==> src/rtl/core/daq_fpp_pkg.sv <==
// ----------------------------------------------------------------------------
// daq_fpp_pkg
// Types, constants and codes shared by the frame parser / pedestal monitor.
// ----------------------------------------------------------------------------
`default_nettype none

package daq_fpp_pkg;

  localparam int NUM_CHANNELS       = 64;
  localparam int EVENT_BUFFER_DEPTH = 256;

  localparam int CH_W    = 6;
  localparam int ADC_W   = 12;
  localparam int SUM_W   = 44;
  localparam int CNT_W   = 32;
  localparam int CH_AW   = $clog2(NUM_CHANNELS);
  localparam int PEND_AW = $clog2(EVENT_BUFFER_DEPTH);
  localparam int PCNT_W  = $clog2(EVENT_BUFFER_DEPTH + 1);
  localparam int PEND_W  = CH_W + ADC_W;
  localparam int DSTEP_W = $clog2(ADC_W);

  localparam logic [7:0] BYTE_FILL = 8'hFF;
  localparam logic [7:0] BYTE_MARK = 8'hBB;

  typedef enum logic [2:0] {
    PH_HUNT   = 3'd0,
    PH_TRIG   = 3'd1,
    PH_TRAIL1 = 3'd2,
    PH_TRAIL2 = 3'd3,
    PH_WORD   = 3'd4
  } phase_e;

  typedef enum logic [2:0] {
    KIND_TRIG_OK  = 3'd0,
    KIND_TRIG_ERR = 3'd1,
    KIND_HIT      = 3'd2,
    KIND_MOD_ERR  = 3'd3,
    KIND_PEDESTAL = 3'd4,
    KIND_OVERFLOW = 3'd5
  } kind_e;

  typedef enum logic [2:0] {
    ST_IDLE,
    ST_CM_P,
    ST_CM_S,
    ST_CM_W,
    ST_Q_LD,
    ST_Q_DIV,
    ST_Q_FIN
  } state_e;

  typedef struct packed {
    logic byte_acc;
    logic query_acc;
    logic sel_query;
    logic walk_write;
    logic walk_next;
    logic finish_commit;
    logic div_load;
    logic div_step;
    logic finish_query;
  } dp_cmd_t;

  typedef struct packed {
    logic commit_go;
    logic walk_last;
    logic div_done;
    logic out_busy;
  } dp_sts_t;

  function automatic logic ch_in_range(input logic [CH_W-1:0] ch);
    ch_in_range = (32'(ch) < 32'(NUM_CHANNELS));
  endfunction

endpackage

`default_nettype wire

==> src/rtl/core/daq_fpp_ctrl.sv <==
// ----------------------------------------------------------------------------
// daq_fpp_ctrl
// Sequencer: input handshake, commit walk and query divide steps.
// ----------------------------------------------------------------------------
`default_nettype none

module daq_fpp_ctrl import daq_fpp_pkg::*; (
  input  wire logic    clk_i,
  input  wire logic    rst_ni,
  input  wire logic    in_valid_i,
  input  wire logic    action_i,
  output logic         in_stall_o,
  input  wire dp_sts_t sts_i,
  output dp_cmd_t      cmd_o
);

  state_e state_q, state_d;
  logic   acc;

  always_ff @(posedge clk_i or negedge rst_ni) begin
    if (!rst_ni) begin
      state_q <= ST_IDLE;
    end else begin
      state_q <= state_d;
    end
  end

  always_comb begin
    state_d    = state_q;
    cmd_o      = '0;
    in_stall_o = (state_q != ST_IDLE) || sts_i.out_busy;
    acc        = in_valid_i && !in_stall_o;
    unique case (state_q)
      ST_IDLE: begin
        cmd_o.sel_query = 1'b1;
        cmd_o.byte_acc  = acc && !action_i;
        cmd_o.query_acc = acc && action_i;
        if (cmd_o.query_acc) begin
          state_d = ST_Q_LD;
        end else if (cmd_o.byte_acc && sts_i.commit_go) begin
          state_d = ST_CM_P;
        end
      end
      ST_CM_P: state_d = ST_CM_S;
      ST_CM_S: state_d = ST_CM_W;
      ST_CM_W: begin
        cmd_o.walk_write = 1'b1;
        cmd_o.walk_next  = 1'b1;
        if (sts_i.walk_last) begin
          cmd_o.finish_commit = 1'b1;
          state_d             = ST_IDLE;
        end else begin
          state_d = ST_CM_P;
        end
      end
      ST_Q_LD: begin
        cmd_o.div_load = 1'b1;
        state_d        = ST_Q_DIV;
      end
      ST_Q_DIV: begin
        cmd_o.div_step = 1'b1;
        if (sts_i.div_done) begin
          state_d = ST_Q_FIN;
        end
      end
      ST_Q_FIN: begin
        cmd_o.finish_query = 1'b1;
        state_d            = ST_IDLE;
      end
      default: state_d = ST_IDLE;
    endcase
  end

endmodule

`default_nettype wire

==> config.mk <==
export PLATFORM = sky130hd
export DESIGN_NAME = daq_fpp_ctrl
export DESIGN_NICKNAME = d
export VERILOG_FILES = /design/src/rtl/core/daq_fpp_pkg.sv /design/src/rtl/core/daq_fpp_ctrl.sv
export SDC_FILE = /design/constraint.sdc
export NUM_CORES = 1
export LEC_CHECK = 0
export BUFFER_PORTS_ARGS = -buffer_cell sky130_fd_sc_hd__buf_2
export CORE_AREA = 2 2 39 41
export CTS_CLUSTER_SIZE = 20
export DETAILED_ROUTE_END_ITERATION = 8
export DIE_AREA = 0 0 41 43
export GPL_ROUTABILITY_DRIVEN = 0
export GPL_TIMING_DRIVEN = 0
export PLACE_DENSITY = 0.55
export SLEW_MARGIN = 40
export SYNTH_ARGS = -nofsm -noshare
export SYNTH_HDL_FRONTEND = slang
export SYNTH_SLANG_ARGS = --single-unit
==> constraint.sdc <==
create_clock -name clk_i -period 1.2 [get_ports clk_i]
set_clock_uncertainty 0.05 [all_clocks]
set_input_delay 0.12 -clock clk_i [delete_from_list [all_inputs] [get_ports clk_i]]
set_output_delay 0.12 -clock clk_i [all_outputs]
set_load 0.005 [all_outputs]
Word level (Yosys, flattened, before mapping)
Cells that the tools add are included.
{ "totals": {"regBits": 3} }
{ "op_classes": {"muxes": 11, "n_eq_ne": 8, "reduce_logical": 10} }
{ "ops": {"columns": ["cell", "n"], "rows": [
  ["3-bit one-hot mux with 6 select lines", 1],
  ["3-bit two-way mux", 5],
  ["3-bit equality test (second input constant)", 3],
  ["3-bit by 2-bit equality test with 1-bit output (second input constant)", 2],
  ["1-bit two-way mux", 5],
  ["1-bit logical AND", 4],
  ["3-bit by 1-bit equality test with 1-bit output (second input constant)", 1],
  ["3-bit zero test", 1],
  ["3-bit inequality test (second input constant)", 1],
  ["3-bit nonzero test", 1],
  ["1-bit zero test", 2],
  ["2-bit inequality test (second input constant)", 1],
  ["2-bit AND reduction", 1],
  ["1-bit logical OR", 1]
]} }

Longest topological paths before layout
Gate-level depths: netlist of run 1.
{ "logic_depth": {"depth_word": 9, "mapped_depth": 4, "mapped_depth_nobuf": 3} }

Worst setup path after synthesis of run 1
OpenSTA, ideal clock, no wires.
{ "synth_timing": {"kind": "flip-flop to flip-flop", "start": "register state_q[1]", "end": "register state_q[0]", "t_required_ps": 1032, "setup_time_ps": 118, "arrival_time_ps": 984, "setup_slack_ps": 48, "stages_incl_launch_ff": 5, "path_cell_list": "dfrtp_1 -> buf_6 -> a21boi_0 -> mux2_2 -> a21o_1"} }
{ "synth_between": {"elab_chain_len": 8} }
{ "synth_rtl": {"columns": ["element", "line", "rtl"], "rows": [
  ["from (decl)", "daq_fpp_ctrl.sv:17", "state_e state_q, state_d;"],
  ["from (signal assigned)", "daq_fpp_ctrl.sv:24", "state_q <= state_d;"],
  ["3-bit nonzero test", "daq_fpp_ctrl.sv:31", "in_stall_o = (state_q != ST_IDLE) || sts_i.out_busy;"],
  ["1-bit logical OR", "daq_fpp_ctrl.sv:31", null],
  ["1-bit zero test", "daq_fpp_ctrl.sv:32", "acc = in_valid_i && !in_stall_o;"],
  ["1-bit logical AND", "daq_fpp_ctrl.sv:32", null],
  ["1-bit logical AND", "daq_fpp_ctrl.sv:36", "cmd_o.byte_acc = acc && !action_i;"],
  ["1-bit logical AND", "daq_fpp_ctrl.sv:40", "end else if (cmd_o.byte_acc && sts_i.commit_go) begin"],
  ["3-bit inequality test (no line)", null, null],
  ["2-bit AND reduction (no line)", null, null]
]} }
Parallel ways exist; a longest one is shown, timed or not.
A chain may end at the register's enable or synchronous reset.

Final worst setup path of run 1
{ "layout_timing": {"start": "register state_q[0]", "end": "output in_stall_o"} }
{ "layout_between": {"elab_chain_len": 2} }
{ "layout_rtl": {"columns": ["element", "line", "rtl"], "rows": [
  ["3-bit nonzero test", "daq_fpp_ctrl.sv:31", null],
  ["1-bit logical OR", "daq_fpp_ctrl.sv:31", null],
  ["to (decl)", "daq_fpp_ctrl.sv:12", "output logic in_stall_o,"]
]} }
Every way passes these cells.

==> results of run 1 <==
[timing repair]
action | 4_1_cts | 5_1_grt
hold buffers | 1 | 0
buffers inserted | 3 | 3
hold endpoints to repair | 3 | 0
endpoints found under the setup margin | 10 | 11
pin swaps | 2 | 2
resized for setup | 6 | 5
[where the power goes]
group	switching, W	leakage, nW	internal, W
clock network	0.0000537	0.0150	0.000125
logic	0.000277	0.196	0.000398
registers	0.0000492	0.0347	0.000149
total	0.000380	0.246	0.000672
[cell families after synthesis]
family | after synthesis | share of synthesized area, %
DFF | 3 | 29.4
and+or+nand+nor | 13 | 37.3
buffers and inverters | 4 | 13.2
xor gates and xnor gates | 1 | 3.43
muxes | 1 | 4.41
AOI/OAI and AO/OA | 5 | 12.3
[worst max-delay path by stage]
stage	to	cells after the start	slack, ns
after global routing	in_stall_o	4	-0.27
after global placement	in_stall_o	3	-0.02
after CTS	in_stall_o	4	-0.25
final	in_stall_o	4	-0.20
after detailed placement	in_stall_o	3	-0.03
after floorplan	state_q[0]	4	0.05
[cell type report]
| type | instances | area [um2] |
|---|---|---|
| fill | 154 | 916 |
| multi-input combinational | 20 | 168 |
| timing repair buffer | 24 | 154 |
| inverter | 1 | 3.75 |
| clock buffer | 4 | 26.3 |
| sequential | 3 | 77.6 |
| buffer | 2 | 18.8 |
| tap | 16 | 20.0 |
[metal layers]
metal | vias to the layer above | part of all wire, % | track usage [%]
met1 | 125 | 42 | 10.1
met3 | 0 | 8.2 | 3.14
met4 | 0 | 0 | 8.00
met2 | 12 | 50 | 12.8
met5 | - | 0 | 0
li1 | 146 | - | -
[synth_stat cells]
cell type	n	area, um2
o21ai_0	1	5.00
a31oi_1	1	6.26
nand2_1	1	3.75
nor2_1	2	7.51
mux2_2	1	11.3
a21boi_0	1	7.51
or2b_1	1	7.51
dfrtp_1	3	75.1
and2_1	1	6.26
nor3_4	1	16.3
and3_2	2	15.0
a21o_1	1	7.51
a21oi_1	1	5.00
nor2b_1	1	6.26
and3b_2	1	10.0
nand3b_1	1	7.51
buf_6	2	22.5
inv_1	1	3.75
buf_4	1	7.51
nor3b_1	2	15.0
xnor2_1	1	8.76
[worst register-to-register path, delay by kind of cell, from the launching register on]
family | cells | cell delay [ns]
AO/OA/AOI/OAI | 1 | 0.15
buffers and inverters | 2 | 0.27
flip-flops | 1 | 0.42
multiplexers | 1 | 0.30
[metrics by stage]
step / area [um2] / std cells / worst slack [ns]
floorplan: 255 / 27 / 0.0481
global placement: 360 / 60 / -0.0217
detailed placement: 360 / 60 / -0.0349
CTS: 442 / 68 / -0.247
global route: 468 / 70 / -0.265
finish: 468 / 70 / -0.200
==> results.sh, run 1 <==
export IMPL_critical_path_max_fanout=6
export IMPL_period_share_pct=117
export IMPL_grt_pass1_wl_mm=1.01
export IMPL_path_delay_family="simple AND/OR/NAND/NOR gates"
export IMPL_areaGrowthSynthToFinish_pct=83.3
export IMPL_startpoint="state_q[0]"
export IMPL_drive_gt1_share_pct=70.4
export IMPL_status="finished, violations left"
export IMPL_synth_seq_area_share_pct=29.4
export IMPL_route_detailed_drc=0
export IMPL_clk_path_buf_depth=2
export IMPL_layout_commonest_cell="buf_2"
export IMPL_crit_path_start_kind="register"
export IMPL_fp_dieW_um=41
export IMPL_diodes=0
export IMPL_grt_pass1_vias=248
export IMPL_overflow=0
export IMPL_fmax_ghz=0.714
export IMPL_r2r_end="state_q[0]"
export IMPL_power_leakage_nw=0.246
export IMPL_yosys_warnings=0
export IMPL_whs_path_depth=2
export IMPL_die_area_um2=1760
export IMPL_fp_dieH_um=43
export IMPL_slowest_delay_ns=0.37
export IMPL_grt_antenna_before_repair=0
export IMPL_drtAntennaViolNets=0
export IMPL_timing_critical_path_cells="buf_6, nor3_4, or2b_1, buf_2"
export IMPL_cpMaxStageDelayCell="dfrtp_1"
export IMPL_grt_total_usage_pct=9.08
export IMPL_wl_um=655
export IMPL_largest_register_ffs=3
export IMPL_synthDistinctLibCells=21
export IMPL_worst_r2r_cell_count=4
export IMPL_layout_min_cycle_time_ns=1.40
export IMPL_whs_ns=0.0336
export IMPL_wl_per_cell_um=9.36
export IMPL_synth_nets=35
export IMPL_synth_area_um2=255
export IMPL_violations="negative setup slack"
export IMPL_via_per_inst=4.04
export IMPL_insertion_delay_ns=0.23
export IMPL_htree_levels=1
export IMPL_dp_hpwl_um=419
export IMPL_grt_start_max_net_pins=9
export IMPL_slew_violations=0
export IMPL_synth_seq_cells=3
export IMPL_ir_worst_vdd_v=0.000881
export IMPL_r2r_start="state_q[2]"
export IMPL_hold_start="sts_i[3]"
export IMPL_setup_tns_ns=-0.953
export IMPL_top_regs="state_q (3)"
export IMPL_required_ns=1.03
export IMPL_final_nets=63
export IMPL_firstDrtPassIters=3
export IMPL_drt_iter0_markers=2
export IMPL_clock_sinks=3
export IMPL_ff2ff_setup_slack_ns=-0.10
export IMPL_rows=14
export IMPL_critical_path_class="reg -> out"
export IMPL_coreArea_um2=1380
export IMPL_relSlewSlack_pct=87.2
export IMPL_cellPowerDensity_nw_per_um2=2250
export IMPL_cts_buffers=3
export IMPL_cts_root_buffer="clkbuf_4"
export IMPL_utilization_pct=33.8
export IMPL_ioPinCount=18
export IMPL_grt_setup_unrepaired="yes"
export IMPL_end_kind="primary output"
export IMPL_floorplan_initialDensity_pct=18.4
export IMPL_fin_ws_ns=-0.200
export IMPL_hold_violations=0
export IMPL_hp_class="in -> reg"
export IMPL_crit_buf_inv=2
export IMPL_crit_arrival_ns=1.23
export IMPL_synth_cells=27
export IMPL_setup_viol=9
export IMPL_syn_area_per_cell_um2=9.45
export IMPL_hold_path_end="state_q[0]"
export IMPL_layout_common_cells="buf_2 (16), buf_4 (5), buf_6 (4), clkbuf_4 (3)"
export IMPL_tightest_slew_ns=0.190
export IMPL_vias=283
export IMPL_path_clk_slew_ns=0.04
export IMPL_finalPower_w=0.00105
export IMPL_io_buffers=17
export IMPL_regMostFlops="state_q"
export IMPL_drv_cap=0
export IMPL_cts_tree="yes"
No activity file was read; power rests on OpenSTA's default activity.
==> inputs of run 2 (changes only) <==
Settings changed: REMOVE_ABC_BUFFERS set to 1.
==> results.sh, run 2 (synthesis results as in run 1) <==
export IMPL_grt_antenna_before_repair=0
export IMPL_tightest_slew_ns=0.173
export IMPL_wl_per_cell_um=9.99
export IMPL_fp_dieW_um=41
export IMPL_end_kind="primary output"
export IMPL_relSlewSlack_pct=88.4
export IMPL_switching_share_pct=37.3
export IMPL_worst_r2r_cell_count=4
export IMPL_wl_um=699
export IMPL_fin_ws_ns=-0.196
export IMPL_crit_path_start_kind="register"
export IMPL_p_switching_w=0.000435
export IMPL_met1_usage_pct=10.7
export IMPL_slew_violations=0
export IMPL_setup_tns_ns=-0.935
export IMPL_whs_path_depth=2
export IMPL_power_share_clock_pct=15.1
export IMPL_drive_gt1_share_pct=75.9
export IMPL_p_int_w=0.000732
export IMPL_hp_class="in -> reg"
export IMPL_via_per_inst=4.19
export IMPL_cpMaxStageDelayCell="dfrtp_2"
export IMPL_cellPowerDensity_nw_per_um2=2310
export IMPL_grtUsageMet2_pct=17.5
export IMPL_io_buffers=17
export IMPL_coreArea_um2=1380
export IMPL_clk_path_buf_depth=2
export IMPL_power_leakage_nw=0.254
export IMPL_die_area_um2=1760
export IMPL_seqPwrFrac_pct=19.2
export IMPL_drt_iter0_markers=1
export IMPL_vias=293
export IMPL_hold_violations=0
export IMPL_insertion_delay_ns=0.23
export IMPL_overflow=0
export IMPL_floorplan_initialDensity_pct=18.4
export IMPL_clock_sinks=3
export IMPL_fmax_ghz=0.716
export IMPL_grt_busiest_layer="met2"
export IMPL_cts_tree="yes"
export IMPL_period_share_pct=116
export IMPL_ir_worst_vdd_v=0.000735
export IMPL_critical_path_class="reg -> out"
export IMPL_finalPower_w=0.00117
export IMPL_status="finished, violations left"
export IMPL_violations="negative setup slack"
export IMPL_crit_buf_inv=1
export IMPL_regMostFlops="state_q"
export IMPL_firstDrtPassIters=2
export IMPL_grt_setup_unrepaired="yes"
export IMPL_drv_cap=0
export IMPL_route_detailed_drc=0
export IMPL_crit_cells=3
export IMPL_layout_common_cells="buf_2 (16), buf_6 (4), buf_4 (4), clkbuf_4 (3), dfrtp_2 (3)"
export IMPL_grt_total_usage_pct=10.5
export IMPL_fillerInstances=159
export IMPL_grt_pass1_wl_mm=1.21
export IMPL_diodes=0
export IMPL_layout_min_cycle_time_ns=1.40
export IMPL_cts_root_buffer="clkbuf_4"
export IMPL_timing_critical_path_cells="nor3_4, or2b_1, buf_2"
export IMPL_gr_usage_met3_pct=3.14
export IMPL_layout_commonest_cell="buf_2"
export IMPL_fp_dieH_um=43
export IMPL_critical_path_max_fanout=4
export IMPL_drtAntennaViolNets=0
export IMPL_htree_levels=1
export IMPL_slowest_delay_ns=0.43
export IMPL_pre_cts_ws_ns=-0.0520
export IMPL_path_clk_slew_ns=0.04
export IMPL_grt_start_max_net_pins=8
export IMPL_combPwrFrac_pct=65.7
export IMPL_areaGrowthSynthToFinish_pct=98.0
export IMPL_grt_pass1_vias=304
export IMPL_path_delay_family="simple AND/OR/NAND/NOR gates"
export IMPL_cts_buffers=3
export IMPL_dp_hpwl_um=420
export IMPL_ioPinCount=18
export IMPL_required_ns=1.03
export IMPL_rows=14
export IMPL_final_nets=63
export IMPL_top_regs="state_q (3)"
export IMPL_setup_viol=10
export IMPL_largest_register_ffs=3
export IMPL_crit_arrival_ns=1.23
-- run 2: area by class of cell --
| class | count | area, um2 | area share [%] |
|---|---|---|---|
| Multi-Input combinational cell | 20 | 179 | 35.4 |
| Inverter | 1 | 16.3 | 3.22 |
| Sequential cell | 3 | 78.8 | 15.6 |
| Clock buffer | 4 | 26.3 | 5.20 |
| Tap cell | 16 | 20.0 | 3.96 |
| Timing Repair Buffer | 26 | 185 | 36.6 |
-- run 2: per-layer routing --
metal,up-vias,share of wire (%)
met5,-,0
met2,14,54
li1,147,-
met4,0,0
met1,132,37
met3,0,8.2
-- run 2: worst paths after layout --
kind,startpoint,endpoint,slack [ns]
max in group asynchronous,rst_ni,state_q[0],0.82
min in group asynchronous,rst_ni,state_q[2],0.16
hold reg to reg,state_q[1],state_q[2],0.58
setup / recovery,state_q[0],in_stall_o,-0.20
setup reg to reg,state_q[1],state_q[0],-0.09
hold / removal,sts_i[3],state_q[0],0.05
-- run 2: power groups by stage --
stage,logic [W],registers [W],clock network (W)
after floorplan,0.000209,0.000236,0
after detailed placement,0.000322,0.000257,0
final,0.000766,0.000224,0.000177
after CTS,0.000719,0.000225,0.000186
after global routing,0.000858,0.000233,0.000198
after global placement,0.000320,0.000255,0
-- run 2: per-stage QoR --
step / hold WS [ns] / cells / util (%) / instance area, um2
after floorplan: -0.226 / 24 / - / 225
after global placement: -0.133 / 57 / 23.9 / 330
after detailed placement: -0.132 / 57 / 23.9 / 330
after CTS: 0.0422 / 70 / 35.7 / 494
after global routing: 0.0531 / 70 / 36.5 / 505
final: 0.0541 / 70 / 36.5 / 505
-- run 2: what timing repair did --
action	CTS	global route
pin swaps	3	1
buffers inserted	8	0
hold buffers	1	0
resized for setup	17	5
hold endpoints to repair	3	0
setup endpoints to repair	11	12
==> inputs of run 3 (changes only) <==
Settings changed: CTS_BUF_LIST set to sky130_fd_sc_hd__clkbuf_4 sky130_fd_sc_hd__clkbuf_8 sky130_fd_sc_hd__clkbuf_16, PLACE_DENSITY 0.55 to 0.54.
Clock period 1.2 ns to 1.65 ns, I/O delays scaled along.
==> results.sh, run 3 (synthesis results as in run 1) <==
export IMPL_status="finished clean"
export IMPL_fmax_ghz=0.658
export IMPL_ioPinCount=18
export IMPL_ir_worst_vdd_v=0.000657
export IMPL_coreArea_um2=1380
export IMPL_crit_path_start_kind="register"
export IMPL_overflow=0
export IMPL_fp_dieH_um=43
export IMPL_postCtsSetupBuffers=0
export IMPL_floorplan_initialDensity_pct=18.4
export IMPL_rows=14
export IMPL_largest_register_ffs=3
export IMPL_dp_hpwl_um=449
export IMPL_fp_dieW_um=41
export IMPL_insertion_delay_ns=0.23
export IMPL_final_nets=55
export IMPL_utilization_pct=26.8
export IMPL_switching_share_pct=37.7
export IMPL_setup_viol=0
export IMPL_startpoint="state_q[0]"
export IMPL_wl_um=563
export IMPL_critical_path_max_fanout=8
export IMPL_fillerInstances=158
export IMPL_path_clk_slew_ns=0.04
export IMPL_grt_pass1_wl_um=848
export IMPL_drt_iter0_markers=1
export IMPL_drv_cap=0
export IMPL_areaGrowthSynthToFinish_pct=45.1
export IMPL_drtAntennaViolNets=0
export IMPL_hold_violations=0
export IMPL_firstDrtPassIters=2
export IMPL_placed_area_um2=330
export IMPL_htree_levels=1
export IMPL_slew_violations=0
export IMPL_cellPowerDensity_nw_per_um2=1520
export IMPL_cts_buffers=3
export IMPL_end_kind="primary output"
export IMPL_grt_antenna_before_repair=0
export IMPL_finalPower_w=0.000562
export IMPL_p_switching_w=0.000212
export IMPL_top_regs="state_q (3)"
export IMPL_die_area_um2=1760
export IMPL_grt_setup_unrepaired="no"
export IMPL_p_int_w=0.000350
export IMPL_period_share_pct=92.1
export IMPL_clk_path_buf_depth=2
export IMPL_tightest_slew_ns=0.326
export IMPL_grt_total_usage_pct=7.15
export IMPL_whs_ns=0.0916
export IMPL_seqPwrFrac_pct=33.0
export IMPL_hold_start="sts_i[3]"
export IMPL_cts_resized=0
export IMPL_cts_root_buffer="clkbuf_4"
export IMPL_regMostFlops="state_q"
export IMPL_clock_sinks=3
export IMPL_wl_per_cell_um=9.08
export IMPL_cts_tree="yes"
export IMPL_io_buffers=17
export IMPL_diodes=0
export IMPL_multi_input_area_um2=146
export IMPL_grt_pass1_vias=219
export IMPL_layout_min_cycle_time_ns=1.52
export IMPL_layout_common_cells="buf_2 (17), clkbuf_4 (4), dfrtp_1 (3)"
export IMPL_vias=256
export IMPL_final_cell_area_um2=370
export IMPL_regArea_um2=75.1
export IMPL_grt_start_max_net_pins=11
export IMPL_r2r_start="state_q[1]"
export IMPL_hp_class="in -> reg"
export IMPL_setup_tns_ns=0
export IMPL_power_leakage_nw=0.201
export IMPL_required_ns=1.43
export IMPL_combPwrFrac_pct=41.5
export IMPL_crit_arrival_ns=1.31
export IMPL_power_share_clock_pct=25.5
export IMPL_via_per_inst=4.13
export IMPL_route_detailed_drc=0
export IMPL_relSlewSlack_pct=78.2
export IMPL_layout_commonest_cell="buf_2"
export IMPL_critical_path_class="reg -> out"
export IMPL_drive_gt1_share_pct=56.5
==> run 3: cell types whose count changed in the layout (fill, tap and decap cells not counted), moves of 2 or more <==
cell and delta:
buf_4 -4, nor3b_1 +2, nor3b_2 -2, buf_6 -4, dfrtp_1 +3, dfrtp_2 -3
==> run 3: worst paths after layout <==
check                      slack [ns]         end  cells after the start
max                              0.13  in_stall_o                      3
min                              0.09  state_q[0]                      2
max reg2reg                      0.41  state_q[0]                      3
min reg2reg                      0.62  state_q[2]                      1
max in group asynchronous        1.23  state_q[0]                      2
min in group asynchronous        0.21  state_q[2]                      2
==> run 3: per-stage QoR <==
step / setup WS (ns) / std cells
6_report: 0.130 / 62
5_1_grt: 0.0424 / 62
4_1_cts: 0.0995 / 62
3_5_place_dp: 0.356 / 57
3_3_place_gp: 0.373 / 57
2_1_floorplan: 0.473 / 24
==> run 3: layout make-up <==
cell class | instances | area share [%]
clock buffer | 4 | 8.11
timing repair buffer | 18 | 25.7
sequential | 3 | 20.3
tap | 16 | 5.41
multi-input combinational | 20 | 39.5
inverter | 1 | 1.01
==> run 3: per-layer routing <==
metal / vias up / global-route usage, % / wire, um
met5: - / 0 / 0
met4: 0 / 4.00 / 0
met3: 0 / 3.14 / 59
met2: 14 / 9.69 / 224
met1: 111 / 9.09 / 279
li1: 131 / - / -
==> run 3: timing repair <==
item / 4_1_cts / 5_1_grt
setup endpoints to repair: 0 / 0
hold endpoints to repair: 3 / 0
hold buffers: 1 / 0
==> run 3: power by group through the flow <==
stage,Clock (W),Sequential [W],Combinational (W)
CTS,0.000150,0.000186,0.000240
detailed placement,0,0.000187,0.000237
floorplan,0,0.000171,0.000152
finish,0.000143,0.000185,0.000233
global route,0.000156,0.000193,0.000268
global placement,0,0.000184,0.000235
==> run 3: critical path, stage by stage, from the launching register on <==
cell	delay, ns
dfrtp_1	0.48
nor3_4	0.24
or2b_1	0.24
buf_2	0.12
